**config.mk**
```make
export PLATFORM = sky130hd
export DESIGN_NAME = zernike_radial_polynomial_flat
export DESIGN_NICKNAME = d
export VERILOG_FILES = /design/src/hw/rtl/zrp_pkg.sv /design/src/hw/rtl/zrp_operand_if.sv /design/src/hw/rtl/zrp_result_if.sv /design/src/hw/rtl/zrp_dp.sv /design/src/hw/rtl/zrp_ctrl.sv /design/src/hw/rtl/zernike_radial_polynomial.sv /design/src/flat_wrapper.sv
export SDC_FILE = /design/constraint.sdc
export NUM_CORES = 2
export LEC_CHECK = 0
export BUFFER_PORTS_ARGS = -buffer_cell sky130_fd_sc_hd__buf_2
export CAP_MARGIN = 10
export CORE_ASPECT_RATIO = 1.75
export CORE_MARGIN = 2
export CORE_UTILIZATION = 55
export CTS_CLUSTER_SIZE = 20
export DETAILED_ROUTE_END_ITERATION = 12
export GPL_ROUTABILITY_DRIVEN = 0
export GPL_TIMING_DRIVEN = 0
export PLACE_DENSITY = 0.74
export SYNTH_ARGS = -nofsm -noshare
export SYNTH_HDL_FRONTEND = slang
export SYNTH_SLANG_ARGS = --single-unit
```
**constraint.sdc**
```tcl
create_clock -name clk -period 9.48 [get_ports clk]
set_input_delay 0.948 -clock clk [delete_from_list [all_inputs] [get_ports clk]]
set_output_delay 0.948 -clock clk [all_outputs]
set_load 0.01 [all_outputs]
```
**src/hw/rtl/zrp_pkg.sv**
```systemverilog
// Shared constants, types and tables for the normalized Zernike radial polynomial block.
// Depends on nothing; every other file of the block imports it.
`default_nettype none

package zrp_pkg;

	// Highest radial order that is evaluated; larger orders are out of domain.
	localparam int N_MAX = 12;

	// Port field widths.
	localparam int RADIUS_W = 18;
	localparam int ORDER_W  = 4;
	localparam int REP_W    = 5;
	localparam int VALUE_W  = 20;

	// Radius magnitude inside the domain (0..1.0 in Q16) and its square.
	localparam int R_W     = 17;
	localparam int S_W     = 33;
	localparam int ONE_Q16 = 65536;

	// Coefficients, accumulator and the shared multiplier.
	localparam int BIN_W  = 13;
	localparam int COEF_W = 17;
	localparam int MAG_W  = 43;
	localparam int ACC_W  = MAG_W + 1;
	localparam int MB_W   = 20;
	localparam int PROD_W = MAG_W + MB_W;
	localparam int NORM_W = 19;
	localparam int K_W    = 3;

	localparam int VALUE_MAX = 524287;
	localparam int VALUE_NEG = 524288;
	localparam int SQRT2_Q16 = 92682;

	// round(sqrt(2n+2) * 65536) for n = 0..15.
	localparam logic [NORM_W-1:0] NORM_TAB [16] = '{
		19'd92682,  19'd131072, 19'd160530, 19'd185364,
		19'd207243, 19'd227023, 19'd245213, 19'd262144,
		19'd278046, 19'd293086, 19'd307391, 19'd321060,
		19'd334169, 19'd346784, 19'd358955, 19'd370728
	};

	// Binomial coefficients C(i, j), indexed by {i, j}, built as Pascal's triangle.
	typedef logic [BIN_W-1:0] binom_tab_t [256];

	function automatic binom_tab_t binom_table();
		binom_tab_t t;
		for (int i = 0; i < 16; i++) begin
			for (int j = 0; j < 16; j++) begin
				if (j == 0) begin
					t[i*16+j] = BIN_W'(1);
				end else if (i == 0) begin
					t[i*16+j] = '0;
				end else begin
					t[i*16+j] = t[(i-1)*16+j-1] + t[(i-1)*16+j];
				end
			end
		end
		return t;
	endfunction

	localparam binom_tab_t BINOM_TAB = binom_table();

	// Datapath operations issued by the controller.
	typedef enum logic [3:0] {
		OP_NOP,
		OP_LOAD,
		OP_SQUARE,
		OP_INIT,
		OP_H_LO,
		OP_H_HI,
		OP_H_ADD,
		OP_P_MUL,
		OP_P_RND,
		OP_S_MUL,
		OP_S_RND,
		OP_N_MUL,
		OP_FINISH
	} dp_op_t;

	// Operand class found at load time.
	typedef enum logic [1:0] {
		CLS_INVALID,
		CLS_ODD,
		CLS_ZERO,
		CLS_NORMAL
	} cls_t;

	typedef struct packed {
		dp_op_t         op;
		logic [K_W-1:0] k;
	} dp_cmd_t;

	typedef struct packed {
		cls_t               cls;
		logic [K_W-1:0]     lo;
		logic [ORDER_W-1:0] a;
	} dp_stat_t;

endpackage

`default_nettype wire

```
**src/hw/rtl/zrp_operand_if.sv**
```systemverilog
// Operand channel: valid/ready handshake carrying radius, order and repetition.
// Depends on zrp_pkg for the field widths.
`default_nettype none

interface zrp_operand_if;
	import zrp_pkg::*;

	logic                       valid;
	logic                       ready;
	logic signed [RADIUS_W-1:0] radius;
	logic [ORDER_W-1:0]         order;
	logic signed [REP_W-1:0]    repetition;

	modport source (output valid, output radius, output order, output repetition,
		input ready);
	modport sink (input valid, input radius, input order, input repetition,
		output ready);
endinterface

`default_nettype wire

```
**src/hw/rtl/zrp_result_if.sv**
```systemverilog
// Result channel: valid/ready handshake carrying the value and the domain flag.
// Depends on zrp_pkg for the field widths.
`default_nettype none

interface zrp_result_if;
	import zrp_pkg::*;

	logic                      valid;
	logic                      ready;
	logic signed [VALUE_W-1:0] value;
	logic                      in_domain;

	modport source (output valid, output value, output in_domain, input ready);
	modport sink (input valid, input value, input in_domain, output ready);
endinterface

`default_nettype wire

```
**src/hw/rtl/zrp_dp.sv**
```systemverilog
// Datapath: operand decode, coefficient lookup, one shared 43x20 multiplier,
// Horner accumulator, power of r, normalization and the result register.
// Depends on zrp_pkg; driven by zrp_ctrl through a command struct.
`default_nettype none

module zrp_dp (
	input  wire                                 clk,
	input  wire zrp_pkg::dp_cmd_t               cmd,
	input  wire signed [zrp_pkg::RADIUS_W-1:0]  radius,
	input  wire [zrp_pkg::ORDER_W-1:0]          order,
	input  wire signed [zrp_pkg::REP_W-1:0]     repetition,
	output zrp_pkg::dp_stat_t                   stat,
	output logic signed [zrp_pkg::VALUE_W-1:0]  value,
	output logic                                in_domain
);
	import zrp_pkg::*;

	// Operand registers.
	logic [R_W-1:0]     r_q;
	logic [ORDER_W-1:0] n_q;
	logic [ORDER_W-1:0] a_q;
	logic [K_W-1:0]     lo_q;
	cls_t               cls_q;

	// Working registers.
	logic [S_W-1:0]           s_q;
	logic [COEF_W-1:0]        coef_q;
	logic signed [ACC_W-1:0]  acc_q;
	logic [R_W-1:0]           p_q;
	logic [PROD_W-1:0]        prod_q;
	logic [MAG_W-1:0]         lowr_q;

	// Decode of the incoming operands.
	logic [REP_W-1:0]   a_full;
	logic [ORDER_W-1:0] diff;
	logic               ok;
	cls_t               cls_d;

	always_comb begin
		a_full = repetition[REP_W-1] ? REP_W'(-repetition) : REP_W'(repetition);
		diff   = order - a_full[ORDER_W-1:0];
		ok     = !radius[RADIUS_W-1] && (radius[R_W-1:0] <= R_W'(ONE_Q16)) &&
			(order <= ORDER_W'(N_MAX)) && (a_full <= {1'b0, order});
		if (!ok) begin
			cls_d = CLS_INVALID;
		end else if (diff[0]) begin
			cls_d = CLS_ODD;
		end else if (order == '0) begin
			cls_d = CLS_ZERO;
		end else begin
			cls_d = CLS_NORMAL;
		end
	end

	assign stat.cls = cls_q;
	assign stat.lo  = lo_q;
	assign stat.a   = a_q;

	// Coefficient c_k = C(n-k, k) * C(n-2k, lo-k), looked up for the commanded k.
	logic [ORDER_W-1:0]   k_ext;
	logic [ORDER_W-1:0]   row1;
	logic [ORDER_W-1:0]   row2;
	logic [ORDER_W-1:0]   col2;
	logic [2*BIN_W-1:0]   coef_full;

	always_comb begin
		k_ext     = {1'b0, cmd.k};
		row1      = n_q - k_ext;
		row2      = n_q - {cmd.k, 1'b0};
		col2      = {1'b0, lo_q - cmd.k};
		coef_full = (2*BIN_W)'(BINOM_TAB[{row1, k_ext}]) *
			(2*BIN_W)'(BINOM_TAB[{row2, col2}]);
	end

	// Accumulator magnitude and sign.
	logic [MAG_W-1:0] acc_mag;
	logic             acc_neg;

	assign acc_neg = acc_q[ACC_W-1];
	assign acc_mag = acc_neg ? MAG_W'(-acc_q) : MAG_W'(acc_q);

	// Shared multiplier operand selection.
	logic [MAG_W-1:0]  mul_a;
	logic [MB_W-1:0]   mul_b;
	logic              mul_en;
	logic [PROD_W-1:0] mul_p;

	always_comb begin
		mul_a  = '0;
		mul_b  = '0;
		mul_en = 1'b1;
		case (cmd.op)
			OP_SQUARE: begin
				mul_a = MAG_W'(r_q);
				mul_b = MB_W'(r_q);
			end
			OP_H_LO: begin
				mul_a = acc_mag;
				mul_b = MB_W'(s_q[15:0]);
			end
			OP_H_HI: begin
				mul_a = acc_mag;
				mul_b = MB_W'(s_q[S_W-1:16]);
			end
			OP_P_MUL: begin
				mul_a = MAG_W'(p_q);
				mul_b = MB_W'(r_q);
			end
			OP_S_MUL: begin
				mul_a = acc_mag;
				mul_b = MB_W'(p_q);
			end
			OP_N_MUL: begin
				mul_a = acc_mag;
				mul_b = MB_W'(NORM_TAB[n_q]);
			end
			default: begin
				mul_en = 1'b0;
			end
		endcase
	end

	assign mul_p = mul_a * mul_b;

	// Rounded shifts of the registered product, ties away from zero on magnitudes.
	logic [PROD_W-1:0]       rnd16;
	logic [PROD_W-1:0]       rnd24;
	logic [PROD_W-1:0]       h_t;
	logic [PROD_W-1:0]       h_mag;
	logic signed [ACC_W-1:0] h_signed;
	logic signed [ACC_W-1:0] term;
	logic signed [ACC_W-1:0] s_signed;

	always_comb begin
		rnd16    = (prod_q + PROD_W'(32'h0000_8000)) >> 16;
		rnd24    = (prod_q + PROD_W'(32'h0080_0000)) >> 24;
		h_t      = prod_q + PROD_W'(lowr_q);
		h_mag    = (h_t + PROD_W'(32'h0000_8000)) >> 16;
		h_signed = acc_neg ? -ACC_W'(h_mag[MAG_W-1:0]) : ACC_W'(h_mag[MAG_W-1:0]);
		term     = ACC_W'({coef_q, 24'b0});
		s_signed = acc_neg ? -ACC_W'(rnd16[MAG_W-1:0]) : ACC_W'(rnd16[MAG_W-1:0]);
	end

	// Saturated final value.
	logic signed [VALUE_W-1:0] sat_value;

	always_comb begin
		if (!acc_neg) begin
			if (rnd24 > PROD_W'(VALUE_MAX)) begin
				sat_value = VALUE_W'(VALUE_MAX);
			end else begin
				sat_value = rnd24[VALUE_W-1:0];
			end
		end else begin
			if (rnd24 > PROD_W'(VALUE_NEG)) begin
				sat_value = VALUE_W'(VALUE_NEG);
			end else begin
				sat_value = -rnd24[VALUE_W-1:0];
			end
		end
	end

	// Coefficient register follows the commanded index every cycle.
	always_ff @(posedge clk) begin
		coef_q <= coef_full[COEF_W-1:0];
	end

	// Product register of the shared multiplier.
	always_ff @(posedge clk) begin
		if (mul_en) begin
			prod_q <= mul_p;
		end
	end

	// Operand, accumulator, power and result registers.
	always_ff @(posedge clk) begin
		case (cmd.op)
			OP_LOAD: begin
				r_q   <= radius[R_W-1:0];
				n_q   <= order;
				a_q   <= a_full[ORDER_W-1:0];
				lo_q  <= diff[ORDER_W-1:1];
				cls_q <= cls_d;
			end
			OP_INIT: begin
				s_q   <= prod_q[S_W-1:0];
				acc_q <= term;
				p_q   <= R_W'(ONE_Q16);
			end
			OP_H_HI: begin
				lowr_q <= rnd16[MAG_W-1:0];
			end
			OP_H_ADD: begin
				acc_q <= cmd.k[0] ? h_signed - term : h_signed + term;
			end
			OP_P_RND: begin
				p_q <= rnd16[R_W-1:0];
			end
			OP_S_RND: begin
				acc_q <= s_signed;
			end
			OP_FINISH: begin
				case (cls_q)
					CLS_NORMAL: begin
						value     <= sat_value;
						in_domain <= 1'b1;
					end
					CLS_ZERO: begin
						value     <= VALUE_W'(SQRT2_Q16);
						in_domain <= 1'b1;
					end
					CLS_ODD: begin
						value     <= '0;
						in_domain <= 1'b1;
					end
					default: begin
						value     <= '0;
						in_domain <= 1'b0;
					end
				endcase
			end
			default: begin
			end
		endcase
	end

endmodule

`default_nettype wire

```
**src/hw/rtl/zrp_ctrl.sv**
```systemverilog
// Controller: sequences load, squaring, Horner steps, power of r, scaling and
// normalization, and owns both handshakes. Depends on zrp_pkg.
`default_nettype none

module zrp_ctrl (
	input  wire                     clk,
	input  wire                     arst_n,
	input  wire                     in_valid,
	output logic                    in_ready,
	output logic                    out_valid,
	input  wire                     out_ready,
	input  wire zrp_pkg::dp_stat_t  stat,
	output zrp_pkg::dp_cmd_t        cmd
);
	import zrp_pkg::*;

	typedef enum logic [3:0] {
		ST_IDLE,
		ST_DECODE,
		ST_SQUARE,
		ST_INIT,
		ST_H_LO,
		ST_H_HI,
		ST_H_ADD,
		ST_P_MUL,
		ST_P_RND,
		ST_S_MUL,
		ST_S_RND,
		ST_N_MUL,
		ST_FINISH
	} state_t;

	state_t               state_q;
	logic [K_W-1:0]       k_q;
	logic [ORDER_W-1:0]   j_q;
	logic                 out_valid_q;
	logic                 slot_free;

	assign slot_free = !out_valid_q || out_ready;
	assign in_ready  = (state_q == ST_IDLE);
	assign out_valid = out_valid_q;

	// Command decode from the current state.
	always_comb begin
		cmd.k  = k_q;
		cmd.op = OP_NOP;
		case (state_q)
			ST_IDLE:   cmd.op = in_valid ? OP_LOAD : OP_NOP;
			ST_SQUARE: cmd.op = OP_SQUARE;
			ST_INIT:   cmd.op = OP_INIT;
			ST_H_LO:   cmd.op = OP_H_LO;
			ST_H_HI:   cmd.op = OP_H_HI;
			ST_H_ADD:  cmd.op = OP_H_ADD;
			ST_P_MUL:  cmd.op = OP_P_MUL;
			ST_P_RND:  cmd.op = OP_P_RND;
			ST_S_MUL:  cmd.op = OP_S_MUL;
			ST_S_RND:  cmd.op = OP_S_RND;
			ST_N_MUL:  cmd.op = OP_N_MUL;
			ST_FINISH: cmd.op = slot_free ? OP_FINISH : OP_NOP;
			default:   cmd.op = OP_NOP;
		endcase
	end

	// State, loop counters and the result valid flag.
	always_ff @(posedge clk or negedge arst_n) begin
		if (!arst_n) begin
			state_q     <= ST_IDLE;
			k_q         <= '0;
			j_q         <= '0;
			out_valid_q <= 1'b0;
		end else begin
			// The result register fills on a finish and empties on a result transaction.
			if (state_q == ST_FINISH && slot_free) begin
				out_valid_q <= 1'b1;
			end else if (out_ready) begin
				out_valid_q <= 1'b0;
			end
			case (state_q)
				ST_IDLE: begin
					if (in_valid) begin
						state_q <= ST_DECODE;
					end
				end
				ST_DECODE: begin
					k_q <= '0;
					j_q <= '0;
					state_q <= (stat.cls == CLS_NORMAL) ? ST_SQUARE : ST_FINISH;
				end
				ST_SQUARE: begin
					state_q <= ST_INIT;
				end
				ST_INIT: begin
					if (stat.lo != '0) begin
						k_q     <= K_W'(1);
						state_q <= ST_H_LO;
					end else begin
						state_q <= (stat.a != '0) ? ST_P_MUL : ST_S_MUL;
					end
				end
				ST_H_LO: begin
					state_q <= ST_H_HI;
				end
				ST_H_HI: begin
					state_q <= ST_H_ADD;
				end
				ST_H_ADD: begin
					if (k_q == stat.lo) begin
						state_q <= (stat.a != '0) ? ST_P_MUL : ST_S_MUL;
					end else begin
						k_q     <= k_q + K_W'(1);
						state_q <= ST_H_LO;
					end
				end
				ST_P_MUL: begin
					state_q <= ST_P_RND;
				end
				ST_P_RND: begin
					j_q     <= j_q + ORDER_W'(1);
					state_q <= (ORDER_W'(j_q + ORDER_W'(1)) == stat.a) ? ST_S_MUL : ST_P_MUL;
				end
				ST_S_MUL: begin
					state_q <= ST_S_RND;
				end
				ST_S_RND: begin
					state_q <= ST_N_MUL;
				end
				ST_N_MUL: begin
					state_q <= ST_FINISH;
				end
				ST_FINISH: begin
					if (slot_free) begin
						state_q <= ST_IDLE;
					end
				end
				default: begin
					state_q <= ST_IDLE;
				end
			endcase
		end
	end

	// The Horner index stays within 1..lo while terms are being added.
	a_horner_k: assert property (@(posedge clk) disable iff (!arst_n)
		(state_q == ST_H_LO || state_q == ST_H_HI || state_q == ST_H_ADD) |->
		(k_q != '0 && k_q <= stat.lo))
		else $error("Horner index outside 1..lo");

	// Power steps run only while fewer than |m| multiplies are done.
	a_power_count: assert property (@(posedge clk) disable iff (!arst_n)
		(state_q == ST_P_MUL || state_q == ST_P_RND) |-> (j_q < stat.a))
		else $error("power of r step beyond |m|");

	// A result is written only into a free or draining output register, and then shows.
	a_finish_slot: assert property (@(posedge clk) disable iff (!arst_n)
		(cmd.op == OP_FINISH) |-> (!out_valid_q || out_ready) ##1 out_valid_q)
		else $error("result written over a pending transaction");

	// A computed result always comes through normalization first.
	a_normal_path: assert property (@(posedge clk) disable iff (!arst_n)
		(state_q == ST_FINISH && $past(state_q) != ST_FINISH &&
		stat.cls == CLS_NORMAL) |-> ($past(state_q) == ST_N_MUL))
		else $error("normal operand reached finish without normalization");

endmodule

`default_nettype wire

```
**src/hw/rtl/zernike_radial_polynomial.sv**
```systemverilog
// Normalized Zernike radial polynomial sqrt(2n+2)*R_n^|m|(r) in fixed point. The block
// accepts one operand transaction (Q1.16 radius, order n, repetition m) and returns one
// result transaction (Q3.16 value, saturated, and a domain flag). Work is done by a
// controller and a datapath around one shared 43x20 multiplier. An operand is taken only in
// the idle state, so a new operand waits until the previous result is in the output register;
// a valid operand with even n-|m| and n>0 goes through squaring, a low, high and add step
// per Horner term in r^2, a multiply and a rounding step per factor of r for r^|m|, scaling
// and normalization; out-of-domain operands, odd n-|m| and n=0 go straight to the finish. A
// finished result waits in the output register while the next operand is already being
// accepted and computed. Depends on zrp_pkg, zrp_operand_if, zrp_result_if, zrp_ctrl and zrp_dp.
`default_nettype none

module zernike_radial_polynomial (
	input  wire           clk,
	input  wire           arst_n,
	zrp_operand_if.sink   operand,
	zrp_result_if.source  result
);
	import zrp_pkg::*;

	dp_cmd_t  cmd;
	dp_stat_t stat;
	logic     in_ready;
	logic     out_valid;

	// Sequencer and handshakes.
	zrp_ctrl u_ctrl (
		.clk       (clk),
		.arst_n    (arst_n),
		.in_valid  (operand.valid),
		.in_ready  (in_ready),
		.out_valid (out_valid),
		.out_ready (result.ready),
		.stat      (stat),
		.cmd       (cmd)
	);

	// Arithmetic and result register.
	zrp_dp u_dp (
		.clk        (clk),
		.cmd        (cmd),
		.radius     (operand.radius),
		.order      (operand.order),
		.repetition (operand.repetition),
		.stat       (stat),
		.value      (result.value),
		.in_domain  (result.in_domain)
	);

	assign operand.ready = in_ready;
	assign result.valid  = out_valid;

endmodule

`default_nettype wire

```
**src/flat_wrapper.sv**
```systemverilog
// flat-port wrapper written by rule: the top's interface ports become plain ports
module zernike_radial_polynomial_flat import zrp_pkg::*;
  (clk, arst_n, operand_valid, operand_radius, operand_order, operand_repetition, operand_ready, result_valid, result_value, result_in_domain, result_ready);
  zrp_operand_if operand_i ();
  zrp_result_if result_i ();
  input  wire clk;
  input  wire arst_n;
  input wire logic [$bits(operand_i.valid)-1:0] operand_valid;
  input wire logic [$bits(operand_i.radius)-1:0] operand_radius;
  input wire logic [$bits(operand_i.order)-1:0] operand_order;
  input wire logic [$bits(operand_i.repetition)-1:0] operand_repetition;
  output wire logic [$bits(operand_i.ready)-1:0] operand_ready;
  output wire logic [$bits(result_i.valid)-1:0] result_valid;
  output wire logic [$bits(result_i.value)-1:0] result_value;
  output wire logic [$bits(result_i.in_domain)-1:0] result_in_domain;
  input wire logic [$bits(result_i.ready)-1:0] result_ready;
  assign operand_i.valid = operand_valid;
  assign operand_i.radius = operand_radius;
  assign operand_i.order = operand_order;
  assign operand_i.repetition = operand_repetition;
  assign operand_ready = operand_i.ready;
  assign result_valid = result_i.valid;
  assign result_value = result_i.value;
  assign result_in_domain = result_i.in_domain;
  assign result_i.ready = result_ready;
  zernike_radial_polynomial u_core (.clk(clk), .arst_n(arst_n), .operand(operand_i), .result(result_i));
endmodule
```
==> results.yml, run 1 <==
synth:
  async_flop_share_pct: 4.286
  yosys_warnings: 0
  synth_cells: 6082
  synthTopCellsByArea: "fa_1 30%, edfxtp_1 14%, ha_1 8.6%, inv_1 7.7%, nand2_1 6.3%"
  synth_cell_types: 98
  synth_top_area_share_pct: 30.34
  synthesis.nets: 7261
  synth.avg_cell_area_sq_um: 8.560
  synth_largest_area_cell: "fa_1"
  ys_dominant_reg_cell: "edfxtp_1"
  synth_edf_count: 251
  mappedNetlistArea_sq_um: 52060
  synth.yosys.seq_area_share_pct: 15.71
  ys_ff_latch: 280
run_status:
  status: "did not finish"
  failing_step: "global routing (5_1_grt)"
  error_message: "[ERROR GRT-0232] Routing congestion too high. Check the congestion heatmap in the GUI."
clocking:
  root_buffer: "clkbuf_16"
  cts_buffers: 27
  htree_levels: 1
  clock-sinks: 280
  cts_buffer_depth: 3
placement:
  portBuffers: 53
  hpwl_microns: 166200
die:
  initial_utilization_pct: 55.41
  io_pins: 54
  chipWidth_microns: 236.6
  die_h_microns: 411
  num_rows: 149
timing:
  worst_path_end_type: "sequential cell input"
  worst_endpoint: "u_core.u_dp.prod_q[61]$_DFFE_PP_/D"
global_route:
  grt_util_all_layers_pct: 51.10
  grt_max_degree: 64
  grt.overflow.total: 9
## kinds of logic after synthesis
logic type                 after synthesis  synth area share [%]
and+or+nand+nor                       1966                 16.92
AOI/OAI and AO/OA                      944                 12.00
adders and majority gates             1148                 38.97
muxes                                   33                0.6969
buffers and inverters                 1364                 9.870
xor gates and xnor gates               347                 5.838
DFF                                    280                 15.71
## stage by stage
stage	utilization, %	instances	instance area [sq um]	setup slack, ps
floorplan	-	6082	52100	-8.987
global placement	57.33	7343	53870	-4431
detailed placement	57.46	7352	53990	-3103
CTS	60.20	7463	56570	-529.9
## what timing repair did
item	in CTS
setup buffers	76
pin swaps	100
gates resized for setup	297
endpoints found under the setup margin	60
hold buffers	0
## synth_stat cells (10+ instances only)
| master | n |
|---|---|
| inv_1 | 1069 |
| nand2_1 | 875 |
| fa_1 | 789 |
| nor2_1 | 485 |
| ha_1 | 359 |
| clkbuf_1 | 267 |
| edfxtp_1 | 251 |
| xnor2_1 | 212 |
| a21oi_1 | 208 |
| o21ai_0 | 198 |
| xor2_1 | 135 |
| nor3_1 | 113 |
| nand3_1 | 80 |
| and2_1 | 75 |
| a21o_1 | 67 |
| o21a_1 | 52 |
| nor2b_1 | 46 |
| o31ai_1 | 43 |
| a22oi_1 | 42 |
| nand4_1 | 41 |
| and3_1 | 40 |
| nand2b_1 | 39 |
| a31oi_1 | 38 |
| or2_2 | 35 |
| a211oi_1 | 33 |
| or3_1 | 33 |
| o22ai_1 | 32 |
| o211ai_1 | 31 |
| nor4_1 | 29 |
| mux2i_1 | 25 |
| o21bai_1 | 20 |
| or4_1 | 20 |
| o21ai_1 | 18 |
| buf_1 | 17 |
| dfxtp_1 | 17 |
| o41ai_1 | 16 |
| a211o_1 | 14 |
| a21boi_0 | 13 |
| and4_1 | 12 |
| dfrtp_1 | 12 |
| nor3b_1 | 11 |
| a221oi_1 | 10 |
## routing by layer
metal,GRT overflow,track usage (%)
met5,0,9.190
met4,6,54.29
met3,0,29.40
met2,3,72.83
met1,0,48.89
==> run 2: changes to the inputs <==
Settings changed: CORE_ASPECT_RATIO 1.75 to default, CORE_UTILIZATION 55 to 40, CTS_CLUSTER_SIZE 20 to default, PLACE_DENSITY 0.74 to default, PLACE_DENSITY_LB_ADDON from default to 0.15.
Clock period 9.48 ns to 12.32 ns, I/O delays scaled along.
==> results.yml, run 2 <==
die:
  die_h_microns: 364.8
  chipWidth_microns: 364.8
  dieArea_sq_um: 133100
  core-area_sq_um: 129300
  num_rows: 132
  initial_utilization_pct: 40.26
  io_pins: 54
global_route:
  grt_max_degree: 56
  gr-usage-met1_pct: 40.41
  grt_busiest_layer: "met2"
  antenna_found_initial: 4
  grt.overflow.total: 0
  grt_pass1_wl_microns: 289600
  met2_usage_pct: 44.79
  grt_util_all_layers_pct: 29.25
  grt_pass1_vias: 44566
  use_met3_pct: 6.270
drt:
  wl_per_cell_microns: 24.23
  drt-total-wl_microns: 192900
  ant_nets: 0
  drt-initial-drc-count: 4537
  routed_via_density: 5.629
  dr_total_vias: 44809
  drcViolationCount: 0
  first_pass_iters: 10
clocking:
  hold_buffers: 0
  clock-sinks: 280
  clkLatencyLatePin_ps: 590
  root_buffer: "clkbuf_16"
  cts_buffer_depth: 3
  htree_levels: 2
  cts_tree: "done"
  clkTransAtPathRegs_ps: 60
  cts_buffers: 34
synth:
  synthesis.nets: 7261
  mappedNetlistArea_sq_um: 52060
  synth.yosys.seq_area_share_pct: 15.71
  synthTopCellsByArea: "fa_1 30%, edfxtp_1 14%, ha_1 8.6%, inv_1 7.7%, nand2_1 6.3%"
  synth_cells: 6082
  yosysMostFrequentCell: "inv_1"
  synth.avg_cell_area_sq_um: 8.560
  synthTopCellsByCount: "1069 x inv_1, 875 x nand2_1, 789 x fa_1, 485 x nor2_1, 359 x ha_1"
  ys_dominant_reg_cell: "edfxtp_1"
  synth_largest_area_cell: "fa_1"
  yosys_warnings: 0
  synth_edf_count: 251
  synth_cell_types: 98
  ys_ff_latch: 280
  async_flop_share_pct: 4.286
  synth_top_area_share_pct: 30.34
critical_path:
  rr_worst_depth: 30
  endpoint_kind: "register"
  critPathMaxFanout: 10
  critPathMaxStageDelay_ps: 820
  path_common_cell: "fa_1"
  critPathLaunchType: "register"
  cp.arrival_ps: 12310
  cp.required_ps: 12610
  crit_type: "register to register"
  crit_path_top_delay_cell: "clkbuf_1"
cells_and_area:
  reg_top3: "u_core.u_dp.prod_q (63), u_core.u_dp.acc_q (44), u_core.u_dp.lowr_q (43)"
  top_register: "u_core.u_dp.prod_q"
  final_cell_mix: "1069 x inv_1, 874 x nand2_1, 789 x fa_1, 484 x nor2_1, 359 x ha_1"
  area_delta_synth_final_pct: 7.501
  layout.nets: 7368
  largest_register_ffs: 63
  layout-drive-gt1-share_pct: 3.540
  final_common_cell: "inv_1"
hold_path:
  holdPathStages: 0
  min_path_type: "register to register"
timing:
  period_minus_slack_ps: 12030
  setup_viol: 0
  clock_skew_ps: 34.55
  rsz0062_at_grt: "no"
  finalWorstSetupSlack_ps: 294.6
  hold_viol_final: 0
  drv_slew: 0
  fmax_ghz: 0.08316
  relSlewSlack_pct: 0.7490
  fin_crit_sh_pct: 97.61
  worst_pin_slew_ps: 1489
placement:
  portBuffers: 53
  place_ws_ps: -311.4
  hpwl_microns: 158300
job:
  max_cap_viol_count: 0
run_status:
  status: "completed"
==> run 2: cell counts after synthesis <==
Identical to the previous run, type by type.
==> run 2: per-stage QoR <==
| step | instances | util (%) | area (sq um) | hold WS (ps) | TNS, ps |
|---|---|---|---|---|---|
| finish | 7961 | 43.28 | 55970 | 458.5 | 0 |
| detailed placement | 7886 | 42.29 | 54690 | 443.4 | -523.6 |
| global placement | 7877 | 42.15 | 54510 | 445.6 | -23890 |
| floorplan | 6082 | - | 52060 | 426.9 | 0 |
| global route | 7957 | 43.27 | 55960 | 466.6 | 0 |
| CTS | 7950 | 43.21 | 55880 | 459.1 | 0 |
==> run 2: worst paths after layout <==
path	to	from	slack [ps]
hold reg to reg	u_core.u_dp.s_q[2]	u_core.u_dp.prod_q[2]	460
setup reg to reg	u_core.u_dp.prod_q[61]	u_core.u_ctrl.state_q[2]	290
setup / recovery	u_core.u_dp.prod_q[61]	u_core.u_ctrl.state_q[2]	290
min in group asynchronous	u_core.u_ctrl.k_q[1]	arst_n	560
max in group asynchronous	u_core.u_ctrl.state_q[3]	arst_n	11490
hold / removal	u_core.u_dp.s_q[2]	u_core.u_dp.prod_q[2]	460
==> run 2: per-layer routing <==
| layer | wire [microns] | vias up |
|---|---|---|
| li1 | - | 19824 |
| met1 | 80240 | 22391 |
| met2 | 84050 | 2188 |
| met3 | 19490 | 406 |
| met4 | 9079 | 0 |
| met5 | 0 | - |
==> run 2: logic make-up (layout without fill, tap and decap cells) <==
logic type | count (synthesis) | after routing | share of synthesized area (%)
multiplexers | 33 | 33 | 0.6969
AO/OA/AOI/OAI | 944 | 944 | 12.00
AND/OR/NAND/NOR | 1966 | 1966 | 16.92
flip-flops | 280 | 280 | 15.71
other | 0 | 4 | 0
XOR/XNOR | 347 | 347 | 5.838
adder cells (fa/ha/maj) | 1148 | 1148 | 38.97
buffers and inverters | 1364 | 1497 | 9.870
==> run 2: critical path: cells and delay by family (launching register included) <==
| family | cells | cell delay [ps] |
|---|---|---|
| buffers and inverters | 7 | 1960 |
| AOI/OAI and AO/OA | 5 | 2300 |
| and+or+nand+nor | 10 | 3380 |
| adders and majority gates | 7 | 3510 |
| xor gates and xnor gates | 1 | 120 |
| DFF | 1 | 450 |
==> run 2: area by class of cell <==
type	count	area [sq um]
clock buffer	39	879.6
fill	13062	73350
timing repair buffer	72	499.2
inverter	1070	4016
buffer	293	1124
tap	1742	2180
clock inverter	23	276.5
antenna	4	10.01
multi-input combinational	4438	38800
sequential	280	8178
==> run 2: what timing repair did <==
| action | in CTS | in global routing |
|---|---|---|
| resized for setup | 1 | 5 |
| buffers inserted | 3 | 0 |
| endpoints found under the setup margin | 3 | 10 |
| hold endpoints to repair | 0 | 0 |
Power of run 2 is left out: the tool's default activity adds up to more than one toggle a clock period on the data nets, which glitch-free logic cannot reach.
